===== src/sv/mt_pkg.sv =====
package mt_pkg;

  localparam int STATE_WORDS      = 624;
  localparam int KEY_WORDS_DEF    = 8;
  localparam int TWIST_OFFSET     = 397;
  localparam int STATE_IDX_W      = 10;

  // Command codes as seen on the input channel.
  localparam logic [1:0] CMD_DRAW     = 2'd0;
  localparam logic [1:0] CMD_SEED_WORD = 2'd1;
  localparam logic [1:0] CMD_KEY_WRITE = 2'd2;
  localparam logic [1:0] CMD_SEED_KEYS = 2'd3;

  typedef struct packed {
    logic [1:0]  op;
    logic [31:0] word;
    logic [2:0]  key_index;
  } mt_cmd_t;

endpackage


===== src/sv/mt_front.sv =====
module mt_front import mt_pkg::*; #(
  parameter int KeyWords = KEY_WORDS_DEF
) (
  input  logic        clk,
  input  logic        rst_n,
  input  logic        in_valid,
  output logic        in_stall,
  input  logic [1:0]  in_cmd,
  input  logic [31:0] in_word,
  input  logic [2:0]  in_key_index,
  output logic        q_valid,
  output mt_cmd_t     q_item,
  input  logic        q_pop
);

  // two-entry queue of classified commands
  mt_cmd_t     q_mem_r [2];
  logic        wr_ptr_r, wr_ptr_nxt;
  logic        rd_ptr_r, rd_ptr_nxt;
  logic [1:0]  count_r, count_nxt;
  logic        accept, keep, push, pop;

  assign in_stall = (count_r == 2'd2);
  assign accept   = in_valid && !in_stall;
  // key writes beyond the key store are dropped here
  assign keep     = !((in_cmd == CMD_KEY_WRITE) && (int'(in_key_index) >= KeyWords));
  assign push     = accept && keep;
  assign pop      = q_pop && q_valid;
  assign q_valid  = (count_r != 2'd0);
  assign q_item   = q_mem_r[rd_ptr_r];

  always_comb begin
    wr_ptr_nxt = push ? ~wr_ptr_r : wr_ptr_r;
    rd_ptr_nxt = pop ? ~rd_ptr_r : rd_ptr_r;
    count_nxt  = count_r + {1'b0, push} - {1'b0, pop};
  end

  always_ff @(posedge clk) begin
    if (!rst_n) begin
      wr_ptr_r <= 1'b0;
      rd_ptr_r <= 1'b0;
      count_r  <= 2'd0;
    end else begin
      wr_ptr_r <= wr_ptr_nxt;
      rd_ptr_r <= rd_ptr_nxt;
      count_r  <= count_nxt;
    end
  end

  always_ff @(posedge clk) begin
    if (push) begin
      q_mem_r[wr_ptr_r] <= '{op: in_cmd, word: in_word, key_index: in_key_index};
    end
  end

endmodule


===== config.mk =====
export PLATFORM = sky130hd
export DESIGN_NAME = mt_front
export DESIGN_NICKNAME = d
export VERILOG_FILES = /design/src/sv/mt_pkg.sv /design/src/sv/mt_front.sv
export SDC_FILE = /design/constraint.sdc
export NUM_CORES = 1
export LEC_CHECK = 0
export ABC_CLOCK_PERIOD_IN_PS = 3300
export BUFFER_PORTS_ARGS = -buffer_cell sky130_fd_sc_hd__clkbuf_2
export CAP_MARGIN = 20
export CORE_MARGIN = 2
export CORE_UTILIZATION = 30
export CTS_CLUSTER_DIAMETER = 60
export DETAILED_ROUTE_END_ITERATION = 8
export GPL_TIMING_DRIVEN = 0
export HOLD_SLACK_MARGIN = 0.06
export PLACE_DENSITY = 0.56
export SLEW_MARGIN = 10
export SYNTH_ARGS = -nofsm -noshare
export SYNTH_HDL_FRONTEND = slang
export SYNTH_SLANG_ARGS = --single-unit

===== constraint.sdc =====
create_clock -name clk -period 3.3 [get_ports clk]
set_input_delay 0.495 -clock clk [delete_from_list [all_inputs] [get_ports clk]]
set_output_delay 0.495 -clock clk [all_outputs]
set_load 0.005 [all_outputs]

==> out/qor.yml <==
status: "completed"
syn_inst: 141
cpLargestDelayFamily: "buffers and inverters"
final.period_utilization_pct: 58.31
syn_avg_cell_area_um2: 21.68
place_area_mm2: 0.003667
crit_type: "reg2out"
dp.cells: 355
dpl.hpwl_um: 3483
path_cells: "buf_6 -> buf_12 -> mux2_4 -> clkbuf_2"
post_cts_buffers: 0
synthTopCellsByCount: "74 x edfxtp_1, 30 x mux2_4, 7 x mux2_2"
hold_class: "in2reg"
drc: 0
synth.ff_latch_count: 79
rows: 36
ant_nets: 0
yosysTopAreaCellShare_pct: 72.70
syn2layout_area_growth_pct: 26.16
final_core_util_pct: 39.27
max_slew.worst_pin.slew_ns: 0.4993
antenna_found_initial: 0
cts_tree: "yes"
finalInstanceArea_mm2: 0.003856
synthTopCellsByArea: "edfxtp_1 73%, mux2_4 15%, dfxtp_1 3.3%"
antenna_cells: 0
clk-insertion-delay-late_ns: 0.34
skew_ns: 0.006667
wl_um: 5052
hold_viol_final: 0
synth_most_common_cell: "edfxtp_1"
ys.warnings.count: 0
gp_congestion: 0.6419
grt_max_degree: 25
final_cells: 371
hold_depth: 1
yosysTopAreaCell: "edfxtp_1"
initial_core_util_pct: 31.13
dieHeight_um: 104.9
htreeDepth: 3
cp-start-kind: "register"
fin_crit_ns: 1.924
die_area_mm2: 0.01101
grt_pass1_vias: 1576
hold_start: "in_word[13]"
r2r_cells: 4
layout-drive-gt1-share_pct: 58.40
whs_ns: 0.3409
grt_use_total_pct: 9.451
nNetsFinal: 276
power_density_mw_per_mm2: 710.4
hold_buffers: 0
holdPathEnd: "q_mem_r[1][16]"
fillers: 955
synthFlopType: "edfxtp_1"
clk_pin_slew_ns: 0.08
syn_area_mm2: 0.003057
ys_seq_area_share_pct: 75.97
synthArstFlopShare_pct: 0
total_leakage_power_nw: 1.535
multiInputGateArea_um2: 660.6
finalSetupViolCount: 0
cp.arrival_ns: 1.43
cp_num_buf_inv: 3
die_w_um: 104.9
cts_resized: 0
cts_buffers: 9
cp-end-kind: "output port"
detail_route.first_pass.iterations: 4
synth_edf_count: 74
synth.distinct_cells: 18
cp_max_fo: 10
rsz0062_at_grt: "no"
slew_headroom_pct: 66.64
clock-root-buffer: "clkbuf_8"
wire_per_inst_um: 13.62
overflow: 0
cpPeakStageDelay_ns: 0.32
drtIter0Drc: 39
place_ws_ns: 1.578
clkSinkCount: 79
port_buffers: 79
ir_drop_mv: 0.3097
core_mm2: 0.009819
rrSetupSlack_ns: 1.65
vias: 1514
cts_buffer_depth: 2
crit_slowest_cell: "dfxtp_1"
synth_nets: 184
maxSlewViolCount: 0
worst_ep_required_time_ns: 2.80
drv_cap: 0
finalWorstSetupSlack_ns: 1.376
fmax_ghz: 0.5197
seq_area_mm2: 0.002322
ioPinCount: 80
drt-vias-per-instance: 4.081
timing.rr.start: "count_r[0]"
grt_pass1_wl_um: 7762
timing.rr.end: "q_mem_r[0][8]"
[cell families after synthesis]
logic type,Yosys count,synth area share (%)
AO/OA/AOI/OAI,1,0.2457
multiplexers,38,17.64
flip-flops,79,75.97
XOR/XNOR,3,0.8598
adder cells (fa/ha/maj),2,0.8185
AND/OR/NAND/NOR,11,1.760
buffers and inverters,7,2.702
[state kept, by name, summed over array words and instances (netlist names), named ones only]
signal / flops
q_mem_r: 74
count_r: 2
rd_ptr_r: 1
wr_ptr_r: 1
[where the power goes]
group / total [mW] / switching (mW) / internal, mW
Clock: 0.680 / 0.333 / 0.347
Sequential: 1.30 / 0.0414 / 1.26
Combinational: 0.760 / 0.328 / 0.432
[metal layers]
metal	wire length [um]	vias up	track usage [%]
li1	-	723	-
met1	2153	732	10.83
met2	2587	57	15.86
met3	288	2	3.306
met4	22	0	4.286
met5	0	-	0
[stage by stage]
| step | TNS, ns | power [mW] |
|---|---|---|
| 3_5_place_dp | 0 | 2.101 |
| 4_1_cts | 0 | 2.796 |
| 3_3_place_gp | -16.61 | 2.075 |
| 6_report | 0 | 2.740 |
| 2_1_floorplan | 0 | 1.818 |
| 5_1_grt | 0 | 2.885 |
[layout by cell type, fill, tap and decap left out, drive strengths merged]
master	n
and2	1
and3	1
buf	6
bufinv	1
clkbuf	89
clkinv	5
dfxtp	5
edfxtp	74
ha	2
inv	3
mux2	37
mux2i	1
nand2	2
nand2b	2
nor2	4
o21a	1
or2	1
xnor2	2
xor2	1
[layout make-up]
class / instances / share of cell area [%]
well taps: 133 / 4.315
inverters: 3 / 0.2920
clock buffers: 10 / 3.310
plain buffers: 4 / 1.849
multi-input cells: 55 / 17.13
flip-flops and latches: 79 / 60.22
repair buffers: 81 / 11.29
clock inverters: 6 / 1.590
[worst max path at each step]
stage	end	cells after the start	start	slack, ns
global route	q_item[16]	4	register	1.28
global placement	q_mem_r[0][29]	3	in_valid	-0.45
finish	q_item[16]	4	register	1.38
CTS	q_item[16]	4	register	1.32
floorplan	q_mem_r[0][0]	2	in_valid	0.72
detailed placement	q_mem_r[0][29]	4	in_valid	1.58
Note: power is estimated with default switching activity, not from simulation.
